$ cat src/hdl/oldest_or_richest_service_queue_defines.svh
// Assertion macros shared by the service queue RTL.
// Depends on nothing; users must have clk and arst_n in scope.
`ifndef OLDEST_OR_RICHEST_SERVICE_QUEUE_DEFINES_SVH
`define OLDEST_OR_RICHEST_SERVICE_QUEUE_DEFINES_SVH
`ifndef ASSERT_OFF
`define ORSQ_ASSERT(label, prop, msg) \
	label: assert property (@(posedge clk) disable iff (!arst_n) (prop)) else $error(msg);
`define ORSQ_ASSERT_NEXT(label, pre, post, msg) \
	label: assert property (@(posedge clk) disable iff (!arst_n) (pre) |=> (post)) else $error(msg);
`else
`define ORSQ_ASSERT(label, prop, msg)
`define ORSQ_ASSERT_NEXT(label, pre, post, msg)
`endif
`endif

$ cat src/hdl/orsq_pkg.sv
// Shared types and constants for the oldest-or-richest service queue.
// Depends on nothing.
`timescale 1ns / 1ps
package orsq_pkg;

	localparam int CAPACITY_DEF    = 64;
	localparam int AMOUNT_BITS_DEF = 32;
	localparam int NUMBER_W        = 32;

	localparam logic [1:0] OP_ARRIVE = 2'd0;
	localparam logic [1:0] OP_OLDEST = 2'd1;

	typedef enum logic [1:0] {
		ST_STORED = 2'd0,
		ST_SERVED = 2'd1,
		ST_EMPTY  = 2'd2,
		ST_FULL   = 2'd3
	} status_t;

	typedef enum logic [2:0] {
		S_IDLE,
		S_EXEC,
		S_SCAN,
		S_DRAIN,
		S_REMOVE,
		S_SKIP
	} state_t;

	typedef struct packed {
		logic    load;
		logic    write_arrive;
		logic    scan_start;
		logic    scan_step;
		logic    remove;
		logic    skip_step;
		logic    finish;
		status_t code;
	} cmd_t;

	typedef struct packed {
		logic is_arrive;
		logic full;
		logic empty;
		logic scan_last;
		logic occ_one;
		logic head_valid;
	} stat_t;

endpackage

$ cat src/hdl/orsq_ctrl.sv
// Controller state machine of the service queue.
// Depends on orsq_pkg.
`timescale 1ns / 1ps
module orsq_ctrl (
	input  logic            clk,
	input  logic            arst_n,
	input  logic            start,
	input  orsq_pkg::stat_t stat,
	output orsq_pkg::cmd_t  cmd,
	output logic            busy
);

	orsq_pkg::state_t state_q, state_d;

	always_ff @(posedge clk or negedge arst_n) begin
		if (!arst_n) begin
			state_q <= orsq_pkg::S_IDLE;
		end else begin
			state_q <= state_d;
		end
	end

	always_comb begin
		state_d = state_q;
		case (state_q)
			orsq_pkg::S_IDLE: begin
				if (start) begin
					state_d = orsq_pkg::S_EXEC;
				end
			end
			orsq_pkg::S_EXEC: begin
				if (stat.is_arrive || stat.empty) begin
					state_d = orsq_pkg::S_IDLE;
				end else begin
					state_d = orsq_pkg::S_SCAN;
				end
			end
			orsq_pkg::S_SCAN: begin
				if (stat.scan_last) begin
					state_d = orsq_pkg::S_DRAIN;
				end
			end
			orsq_pkg::S_DRAIN: begin
				state_d = orsq_pkg::S_REMOVE;
			end
			orsq_pkg::S_REMOVE: begin
				if (stat.occ_one) begin
					state_d = orsq_pkg::S_IDLE;
				end else begin
					state_d = orsq_pkg::S_SKIP;
				end
			end
			orsq_pkg::S_SKIP: begin
				if (stat.head_valid) begin
					state_d = orsq_pkg::S_IDLE;
				end
			end
			default: begin
				state_d = orsq_pkg::S_IDLE;
			end
		endcase
	end

	always_comb begin
		cmd  = '0;
		busy = 1'b1;
		case (state_q)
			orsq_pkg::S_IDLE: begin
				busy     = 1'b0;
				cmd.load = start;
			end
			orsq_pkg::S_EXEC: begin
				if (stat.is_arrive) begin
					cmd.finish = 1'b1;
					if (stat.full) begin
						cmd.code = orsq_pkg::ST_FULL;
					end else begin
						cmd.write_arrive = 1'b1;
						cmd.code         = orsq_pkg::ST_STORED;
					end
				end else if (stat.empty) begin
					cmd.finish = 1'b1;
					cmd.code   = orsq_pkg::ST_EMPTY;
				end else begin
					cmd.scan_start = 1'b1;
				end
			end
			orsq_pkg::S_SCAN: begin
				cmd.scan_step = 1'b1;
			end
			orsq_pkg::S_DRAIN: begin
			end
			orsq_pkg::S_REMOVE: begin
				cmd.remove = 1'b1;
				if (stat.occ_one) begin
					cmd.finish = 1'b1;
					cmd.code   = orsq_pkg::ST_SERVED;
				end
			end
			orsq_pkg::S_SKIP: begin
				if (stat.head_valid) begin
					cmd.finish = 1'b1;
					cmd.code   = orsq_pkg::ST_SERVED;
				end else begin
					cmd.skip_step = 1'b1;
				end
			end
			default: begin
				busy = 1'b1;
			end
		endcase
	end

endmodule

$ cat src/hdl/orsq_datapath.sv
// Datapath of the service queue: entry memory, valid bits, ring pointers,
// the largest-value scan and the result register. Depends on orsq_pkg.
`timescale 1ns / 1ps
`include "oldest_or_richest_service_queue_defines.svh"
module orsq_datapath #(
	parameter int CAPACITY    = orsq_pkg::CAPACITY_DEF,
	parameter int AMOUNT_BITS = orsq_pkg::AMOUNT_BITS_DEF
) (
	input  logic                          clk,
	input  logic                          arst_n,
	input  logic [1:0]                    op,
	input  logic [31:0]                   amount,
	input  orsq_pkg::cmd_t                cmd,
	output orsq_pkg::stat_t               stat,
	output logic                          done,
	output logic [1:0]                    status,
	output logic [orsq_pkg::NUMBER_W-1:0] served_number
);

	localparam int SLOT_W = $clog2(CAPACITY);
	localparam int OCC_W  = $clog2(CAPACITY + 1);
	localparam int NUM_W  = orsq_pkg::NUMBER_W;
	localparam int WORD_W = AMOUNT_BITS + NUM_W;

	function automatic logic [SLOT_W-1:0] slot_next(input logic [SLOT_W-1:0] s);
		return (s == SLOT_W'(CAPACITY - 1)) ? '0 : s + 1'b1;
	endfunction

	logic [1:0]             op_q;
	logic [AMOUNT_BITS-1:0] amt_q;
	logic [AMOUNT_BITS+31:0] amt_wide;
	logic [WORD_W-1:0]      mem_q [CAPACITY];
	logic [WORD_W-1:0]      rd_data_s1;
	logic [CAPACITY-1:0]    valid_q;
	logic [SLOT_W-1:0]      head_q, tail_q, scan_slot_q, cnt_q, slot_s1, best_slot_q;
	logic [OCC_W-1:0]       occ_q;
	logic [NUM_W-1:0]       next_num_q, best_num_q, number_q;
	logic [AMOUNT_BITS-1:0] best_amt_q, rd_amt;
	logic                   scan_all_q, cmp_s1, vld_s1, found_q, done_q;
	logic [1:0]             status_q;

	assign amt_wide = {{AMOUNT_BITS{1'b0}}, amount};
	assign rd_amt   = rd_data_s1[WORD_W-1:NUM_W];

	assign stat.is_arrive  = (op_q == orsq_pkg::OP_ARRIVE);
	assign stat.full       = valid_q[tail_q];
	assign stat.empty      = (occ_q == '0);
	assign stat.scan_last  = !scan_all_q || (cnt_q == SLOT_W'(CAPACITY - 1));
	assign stat.occ_one    = (occ_q == OCC_W'(1));
	assign stat.head_valid = valid_q[head_q];

	always_ff @(posedge clk) begin
		if (cmd.load) begin
			op_q  <= op;
			amt_q <= amt_wide[AMOUNT_BITS-1:0];
		end
		if (cmd.write_arrive) begin
			mem_q[tail_q] <= {amt_q, next_num_q};
		end
		rd_data_s1 <= mem_q[scan_slot_q];
		slot_s1    <= scan_slot_q;
		vld_s1     <= valid_q[scan_slot_q];
		if (cmd.finish) begin
			status_q <= cmd.code;
			case (cmd.code)
				orsq_pkg::ST_STORED: number_q <= next_num_q;
				orsq_pkg::ST_SERVED: number_q <= best_num_q;
				default:             number_q <= '0;
			endcase
		end
		if (cmp_s1 && vld_s1 && (!found_q || rd_amt > best_amt_q)) begin
			best_amt_q  <= rd_amt;
			best_num_q  <= rd_data_s1[NUM_W-1:0];
			best_slot_q <= slot_s1;
		end
	end

	always_ff @(posedge clk or negedge arst_n) begin
		if (!arst_n) begin
			valid_q     <= '0;
			head_q      <= '0;
			tail_q      <= '0;
			occ_q       <= '0;
			next_num_q  <= NUM_W'(1);
			scan_slot_q <= '0;
			cnt_q       <= '0;
			scan_all_q  <= 1'b0;
			cmp_s1      <= 1'b0;
			found_q     <= 1'b0;
			done_q      <= 1'b0;
		end else begin
			done_q <= cmd.finish;
			cmp_s1 <= cmd.scan_step;
			if (cmp_s1 && vld_s1) begin
				found_q <= 1'b1;
			end
			if (cmd.write_arrive) begin
				valid_q[tail_q] <= 1'b1;
				if (next_num_q != '1) begin
					next_num_q <= next_num_q + 1'b1;
				end
				if (occ_q == '0) begin
					head_q <= tail_q;
				end
				occ_q  <= occ_q + 1'b1;
				tail_q <= slot_next(tail_q);
			end
			if (cmd.scan_start) begin
				scan_slot_q <= head_q;
				cnt_q       <= '0;
				scan_all_q  <= (op_q != orsq_pkg::OP_OLDEST);
				found_q     <= 1'b0;
			end
			if (cmd.scan_step) begin
				scan_slot_q <= slot_next(scan_slot_q);
				cnt_q       <= cnt_q + 1'b1;
			end
			if (cmd.remove) begin
				valid_q[best_slot_q] <= 1'b0;
				occ_q                <= occ_q - 1'b1;
				if (occ_q == OCC_W'(1)) begin
					head_q <= tail_q;
				end
			end
			if (cmd.skip_step) begin
				head_q <= slot_next(head_q);
			end
		end
	end

	assign done          = done_q;
	assign status        = status_q;
	assign served_number = number_q;

	`ORSQ_ASSERT(a_occ_bound, occ_q <= OCC_W'(CAPACITY), "occupancy above capacity")
	`ORSQ_ASSERT(a_occ_count, !cmd.load || ($countones(valid_q) == int'(occ_q)), "occupancy does not match valid bits")
	`ORSQ_ASSERT(a_head_valid, !cmd.load || occ_q == '0 || valid_q[head_q], "head not on a waiting entry while idle")
	`ORSQ_ASSERT(a_remove_valid, !cmd.remove || valid_q[best_slot_q], "removal of an empty slot")

endmodule

$ cat src/hdl/oldest_or_richest_service_queue.sv
// Top level of the oldest-or-richest service queue.
// Depends on orsq_pkg, orsq_ctrl and orsq_datapath.
//
//   channel   handshake          words carried
//   command   start / busy       op, amount
//   result    done (strobe)      status, served_number
//
// An arrival or a request on an empty table is answered straight from the execute state.
// Serve oldest reads the head slot only and serve largest reads every slot:
// the single entry memory read port walks the ring one slot a cycle, then
// the head pointer skips served holes one slot a cycle.
// Reset clears the table at once; no clearing pass follows. done is high for
// one cycle and the receiver cannot stall it.
`timescale 1ns / 1ps
`include "oldest_or_richest_service_queue_defines.svh"
module oldest_or_richest_service_queue #(
	parameter int CAPACITY    = orsq_pkg::CAPACITY_DEF,
	parameter int AMOUNT_BITS = orsq_pkg::AMOUNT_BITS_DEF
) (
	input  logic                          clk,
	input  logic                          arst_n,
	input  logic                          start,
	output logic                          busy,
	input  logic [1:0]                    op,
	input  logic [31:0]                   amount,
	output logic                          done,
	output logic [1:0]                    status,
	output logic [orsq_pkg::NUMBER_W-1:0] served_number
);

	orsq_pkg::cmd_t  cmd;
	orsq_pkg::stat_t stat;

	orsq_ctrl u_ctrl (
		.clk    (clk),
		.arst_n (arst_n),
		.start  (start),
		.stat   (stat),
		.cmd    (cmd),
		.busy   (busy)
	);

	orsq_datapath #(
		.CAPACITY    (CAPACITY),
		.AMOUNT_BITS (AMOUNT_BITS)
	) u_datapath (
		.clk           (clk),
		.arst_n        (arst_n),
		.op            (op),
		.amount        (amount),
		.cmd           (cmd),
		.stat          (stat),
		.done          (done),
		.status        (status),
		.served_number (served_number)
	);

	`ORSQ_ASSERT(a_done_idle, !done || !busy, "result strobe while busy")
	`ORSQ_ASSERT_NEXT(a_accept_busy, start && !busy, busy, "accepted word did not raise busy")
	`ORSQ_ASSERT(a_served_nonzero, !(done && status == orsq_pkg::ST_SERVED) || served_number != '0, "served entry with number zero")
	`ORSQ_ASSERT(a_reject_zero, !(done && (status == orsq_pkg::ST_EMPTY || status == orsq_pkg::ST_FULL)) || served_number == '0, "rejected word with nonzero number")

endmodule

$ cat config.mk
export PLATFORM = sky130hd
export DESIGN_NAME = oldest_or_richest_service_queue
export DESIGN_NICKNAME = d
export VERILOG_FILES = /design/src/hdl/orsq_pkg.sv /design/src/hdl/orsq_ctrl.sv /design/src/hdl/orsq_datapath.sv /design/src/hdl/oldest_or_richest_service_queue.sv
export VERILOG_INCLUDE_DIRS = /design/src /design/src/hdl
export SDC_FILE = /design/constraint.sdc
export NUM_CORES = 2
export LEC_CHECK = 0
export BUFFER_PORTS_ARGS = -buffer_cell sky130_fd_sc_hd__buf_2
export CORE_MARGIN = 1
export CORE_UTILIZATION = 59
export CTS_BUF_LIST = sky130_fd_sc_hd__clkbuf_2
export DETAILED_ROUTE_END_ITERATION = 10
export PLACE_DENSITY = 0.78
export SETUP_SLACK_MARGIN = 0.15
export SYNTH_ARGS = -nofsm -noshare
export SYNTH_HDL_FRONTEND = slang
export SYNTH_SLANG_ARGS = --single-unit
$ cat constraint.sdc
create_clock -name clk -period 6.4 [get_ports clk]
set_input_delay 0.64 -clock clk [delete_from_list [all_inputs] [get_ports clk]]
set_output_delay 0.64 -clock clk [all_outputs]
set_load 0.005 [all_outputs]
* After elaboration in Yosys (flattened, before gate mapping)
Memories as Yosys holds them, arrays and structs flattened. A register that Yosys moved wholly into a read port is not among the register bits.
Cells that the tools add are included.
** Storage, ports and cells
- Flip-flop bits (word level) :: 279
- Bits in writable memories :: 4096
- Input bits :: 37
- Output and inout bits :: 36
- Logic and storage cells :: 127
- Memories :: 1
** Operators by class
- $add $sub $neg :: 7
- Order comparisons :: 7
- Equal/unequal tests :: 16
- Multiplexer cells :: 54
- Bitwise logic cells :: 3
- Reduce and logical (&&, ||, !) cells :: 18
** Memory list
- u_datapath.mem_q :: depth 64, bits a word 64, read ports 1, clocked after memory_dff 1, write ports 1, line orsq_datapath.sv:32 : logic [WORD_W-1:0] mem_q [CAPACITY];
** Operators with widths (number)
- $mux W64 :: 2
- $mux W6 :: 12
- $and A64 B64 Y64 :: 1
- $not A64 Y64 :: 1
- $or A64 B64 Y64 :: 1
- $pmux W32 S2 :: 1
- $add A32 B1 Y32 const B :: 1
- $gt A32 B32 Y1 :: 1
- $ne A32 B32 Y1 const B :: 1
- $lt A6 B7 Y1 const B :: 4
- $add A6 B1 Y6 const B :: 4
- $eq A6 B6 Y1 const B :: 4
- $mux W3 :: 8
- $mux W1 :: 19
- $bmux W1 S6 :: 3
- $pmux W3 S6 :: 1
- $mux W7 :: 2
- $demux W1 S6 :: 2
- $ge A6 B1 Y1 const B :: 2
- $pmux W3 S3 :: 1
- $add A7 B1 Y7 const B :: 1
- $eq A7 B1 Y1 const B :: 1
- $logic_not A7 Y1 :: 1
- $sub A7 B1 Y7 const B :: 1
- other kinds (15) :: 30

* Depth between registers and ports, before layout
- Depth after elaboration :: 9
- Gate-level depth with buffers :: 13
- Mapped depth without buffers :: 10

* Hierarchy
Synthesis repeated with hierarchy kept, for this count alone.
** Second synthesis, totals
- Cells, all modules :: 7724
- Area total of the unflattened synthesis :: 170511.0 um^2
** Modules (own cells, without submodules)
- orsq_datapath :: times used 1, cells each 7692, area each 170238.3 um^2, sequential area each 131842.7 um^2
- orsq_ctrl :: times used 1, cells each 32, area each 272.8 um^2, sequential area each 75.1 um^2

* Least setup slack after synthesis
Ideal clock, no wire load.
- Path type :: register -> register
- Start :: register u_datapath.tail_q[1]
- End :: memory u_datapath.mem_q[31][0] in the netlist's numbering (enable)
- Library setup time :: 567 ps
- Arrival :: 6397 ps
- Required time :: 5833 ps
- Slack :: -564 ps
- Stages on the path, launching flop included :: 12
- Path buffers :: 4
- Clock period less this slack :: 6964 ps
- Path through :: dfrtp_1 buf_6 buf_6 buf_6 nand3b_1 a21oi_1 o41ai_2 o211ai_2 nor4_4 buf_2 nand2_1 nor3_1
** Between the ends
- Cells in the longest elaborated chain, start to end :: 7
** RTL lines
- from (decl) :: line orsq_datapath.sv:35 : logic [SLOT_W-1:0] head_q, tail_q, scan_slot_q, cnt_q, slot_s1, best_slot_q;
- from (signal assigned) :: line orsq_datapath.sv:106 : tail_q <= slot_next(tail_q);
- $bmux W1 S6 :: line orsq_datapath.sv:46 : assign stat.full = valid_q[tail_q];
- $mux W1 (implied by the code) :: line orsq_datapath.sv:46
- $mux W1 :: line orsq_ctrl.sv:75 : if (stat.full) begin
- $mux W1 :: line orsq_ctrl.sv:73 : if (stat.is_arrive) begin
- $mux W2 :: line orsq_ctrl.sv:67 : case (state_q)
- $mux W1 :: line orsq_datapath.sv:57 : if (cmd.write_arrive) begin
- $mux W1 (implied by the code) :: line orsq_datapath.sv:58 : mem_q[tail_q] <= {amt_q, next_num_q};
- to (decl) :: line orsq_datapath.sv:32
Several ways; a longest one is shown, not always the timed one. The select of a mux whose other input is x is not followed.

* Worst setup path after layout
- Start :: register u_datapath.tail_q[1]
- End :: memory u_datapath.mem_q[51][25] in the netlist's numbering (enable)
Same word-level chain as after synthesis.

==> flow_summary.toml <==
[pwr]
switchingPower_uw = 23290
seq_power_share_pct = 46.5
p_sw_share_pct = 32.10
p_int_uw = 49260
p_leak_uw = 0.06158
ir_worst_vdd_v = 0.0004087
comb_power_share_pct = 28.2
clockPowerShare_pct = 25.3
power_density_nw_per_um2 = 387.2

[logic_synthesis]
yosysMostFrequentCell = "edfxtp_1"
yosysTopAreaCell = "edfxtp_1"
synth_edf_count = 4234
ys.flop_type = "edfxtp_1"
netlist_top_cells_count = "4234 x edfxtp_1, 1373 x mux4_2, 238 x clkbuf_1"
ys_warn_count = 0
synth_cell_types = 77
syn-num-nets = 7003
synth_top_cell_area_share_pct = 75.11
ys_seq_area_share_pct = 77.93
ys_ff_latch = 4439
synth_cells = 6925
synthTopCellsByArea = "edfxtp_1 75%, mux4_2 18%, dfrtp_1 2.0%, dfxtp_1 0.84%, clkbuf_1 0.53%"
async_flop_share_pct = 3.019
syn_area_per_cell_sq_um = 24.44
netlist_area_sq_um = 169300

[die]
die-area_sq_um = 289100
start_util_pct = 59.35
io-pin-count = 73
rows = 196
die_w_um = 537.6
die_h_um = 537.6
coreArea_sq_um = 285200

[cts]
cts_root_buf = "clkbuf_2"
path_clk_slew_ps = 100
cts_tree = "yes"
numClockSinks = 4439
clockBufferDepth = 5
ctsResizeCount = 0
cts_inserted_buffers = 1134
clkLatencyLatePin_ps = 2340
h-tree-depth = 7

[layout]
area_growth_pct = 10.70
drive_gt1_share_pct = 39.38
fin_cells = 12670
fill_cells = 17680
final_area_sq_um = 187400
nets = 8249

[timing]
worst_pin_slew_ps = 1308
finalMaxSlewViolations = 0
finalSetupViolCount = 0
relSlewSlack_pct = 12.14
tns_ps = 0
finClkSkew_ps = 277.9
fmax_ghz = 0.2195
rsz0062_at_grt = "no"
finalCritPeriodShare_pct = 71.19
fin_crit_ps = 4556
hold_viol_final = 0

[critical_path]
startpoint_type = "flop"
end_kind = "flop"
worstPathArrival_ps = 6340
rr_worst_depth = 10
critPathKind = "reg -> reg"
cp_data_required_time_ps = 8180
path_max_fanout = 31

[drt]
wl_met1_um = 155200
vias = 85350
viasPerCell = 6.738
wl_met2_um = 206300
drc = 0
wl_met3_um = 61380
ant_nets = 0
wire_per_inst_um = 34.47
drt_iter0_markers = 14180
first_pass_iters = 6
topRoutingLayerUsed = "met5"
wirelength_um = 436600

[placed_design]
placement.io_buffers = 72
placed_cell_area_sq_um = 176600
gp_congestion = 0.9243
dp_cells = 10670
dp_hpwl_um = 250300

[grt]
track_usage_pct = 30.99
grt_max_degree = 124
grt_overflow_total = 0
grt_pass1_wl_um = 616000
grt_pass1_vias = 85780
antenna_found_initial = 48

[worst_hold_path]
hp-class = "in -> reg"
hold_depth = 4

[outcome]
status = "completed"

[job]
maxCapViolations = 0
-- power groups by stage --
stage               combinational, uW  sequential (uW)  clock [uW]
finish                          20500            33700       18400
global route                    21200            33800       20000
CTS                             20500            33700       18600
detailed placement              20300            34400           0
global placement                20000            34300           0
floorplan                       12700            34200           0
-- cell families (layout without fill, tap and decap cells) --
family,Yosys count,in the layout,synth area share (%)
AO/OA/AOI/OAI,233,233,1.058
XOR/XNOR,39,39,0.2018
adder cells (fa/ha/maj),41,41,0.3030
buffers and inverters,402,2360,0.9372
flip-flops,4439,4439,77.93
multiplexers,1412,1412,18.50
other,0,22,0
AND/OR/NAND/NOR,359,359,1.067
-- worst max-delay path, stage by stage (launching register included) --
cell and delay (ps):
dfrtp_1 700, buf_4 310, mux2_1 340, a221o_1 320, a21oi_2 200, o211ai_2 130, nor4_4 240, buf_4 420
nand2_1 480, nor2_4 760, buf_12 310
-- layout make-up --
cell class / instances / area [sq um] / share of cell area, %
Sequential cell: 4439 / 132000 / 70.43
Multi-Input combinational cell: 2084 / 36280 / 19.36
Clock buffer: 1614 / 8078 / 4.311
Timing Repair Buffer: 463 / 4716 / 2.516
Tap cell: 3762 / 4707 / 2.512
Clock inverter: 234 / 1390 / 0.7418
Inverter: 49 / 191.4 / 0.1022
Antenna cell: 22 / 55.05 / 0.02938
-- through the flow --
| step | total power (uW) | utilization (%) | hold WS, ps | setup slack (ps) |
|---|---|---|---|---|
| floorplan | 46960 | - | 344.4 | 1014 |
| global placement | 54370 | 61.91 | 386.2 | 2027 |
| detailed placement | 54700 | 61.91 | 388.7 | 1965 |
| CTS | 72810 | 65.69 | 0.8242 | 1959 |
| global route | 74990 | 65.69 | 203.3 | 1717 |
| finish | 72560 | 65.70 | 255.9 | 1844 |
-- registers in the layout (all words and copies together) (netlist names), 2 cells and up --
| name | flops |
|---|---|
| u_datapath.occ_q | 7 |
| u_datapath.head_q | 6 |
| u_datapath.cnt_q | 6 |
| u_datapath.rd_data_s1 | 64 |
| u_datapath.status | 2 |
| u_datapath.best_amt_q | 32 |
| u_datapath.next_num_q | 32 |
| u_datapath.best_slot_q | 6 |
| u_datapath.best_num_q | 32 |
| u_datapath.slot_s1 | 6 |
| u_datapath.valid_q | 64 |
| u_datapath.mem_q | 4096 |
| u_datapath.scan_slot_q | 6 |
| u_ctrl.state_q | 3 |
| u_datapath.tail_q | 6 |
| u_datapath.served_number | 32 |
| u_datapath.op_q | 2 |
| u_datapath.amt_q | 32 |
-- path summary, 6_finish.rpt --
path                       slack, ps                         to                startpoint
max                             1840   u_datapath.mem_q[51][25]      u_datapath.tail_q[1]
min                              260        u_datapath.amt_q[0]                 amount[0]
max reg2reg                     1840   u_datapath.mem_q[51][25]      u_datapath.tail_q[1]
min reg2reg                      330   u_datapath.best_num_q[9]  u_datapath.rd_data_s1[9]
max in group asynchronous       4000  u_datapath.next_num_q[30]                    arst_n
min in group asynchronous        870     u_datapath.valid_q[16]                    arst_n
-- cells in the final DEF, fill, tap and decap left out, drive strengths merged, types with 20 or more instances in the layout --
master	Yosys	final
o22a	24	24
and3	26	26
clkinv	0	193
mux2i	32	32
edfxtp	4234	4234
nor3	22	22
nand4	20	20
a21oi	29	29
xnor2	21	21
diode	0	22
nor2	111	111
nand3	42	42
a22o	35	35
inv	49	71
buf	115	336
mux4	1373	1373
a2bb2oi	38	38
o21ai	31	31
dlygate4sd3	0	127
dfrtp	133	133
ha	41	41
nand2	74	74
dfxtp	71	71
clkbuf	238	1614
-- metal layers --
layer,GRT usage [%],up-vias
met2,46.46,7077
li1,-,33110
met1,43.33,44390
met5,0,-
met4,12.11,14
met3,9.480,756
-- timing repair --
action                    4_1_cts  5_1_grt
hold buffers                  128        0
buffers inserted                0        0
hold endpoints to repair      203        0
(Power assumes the default switching activity.)
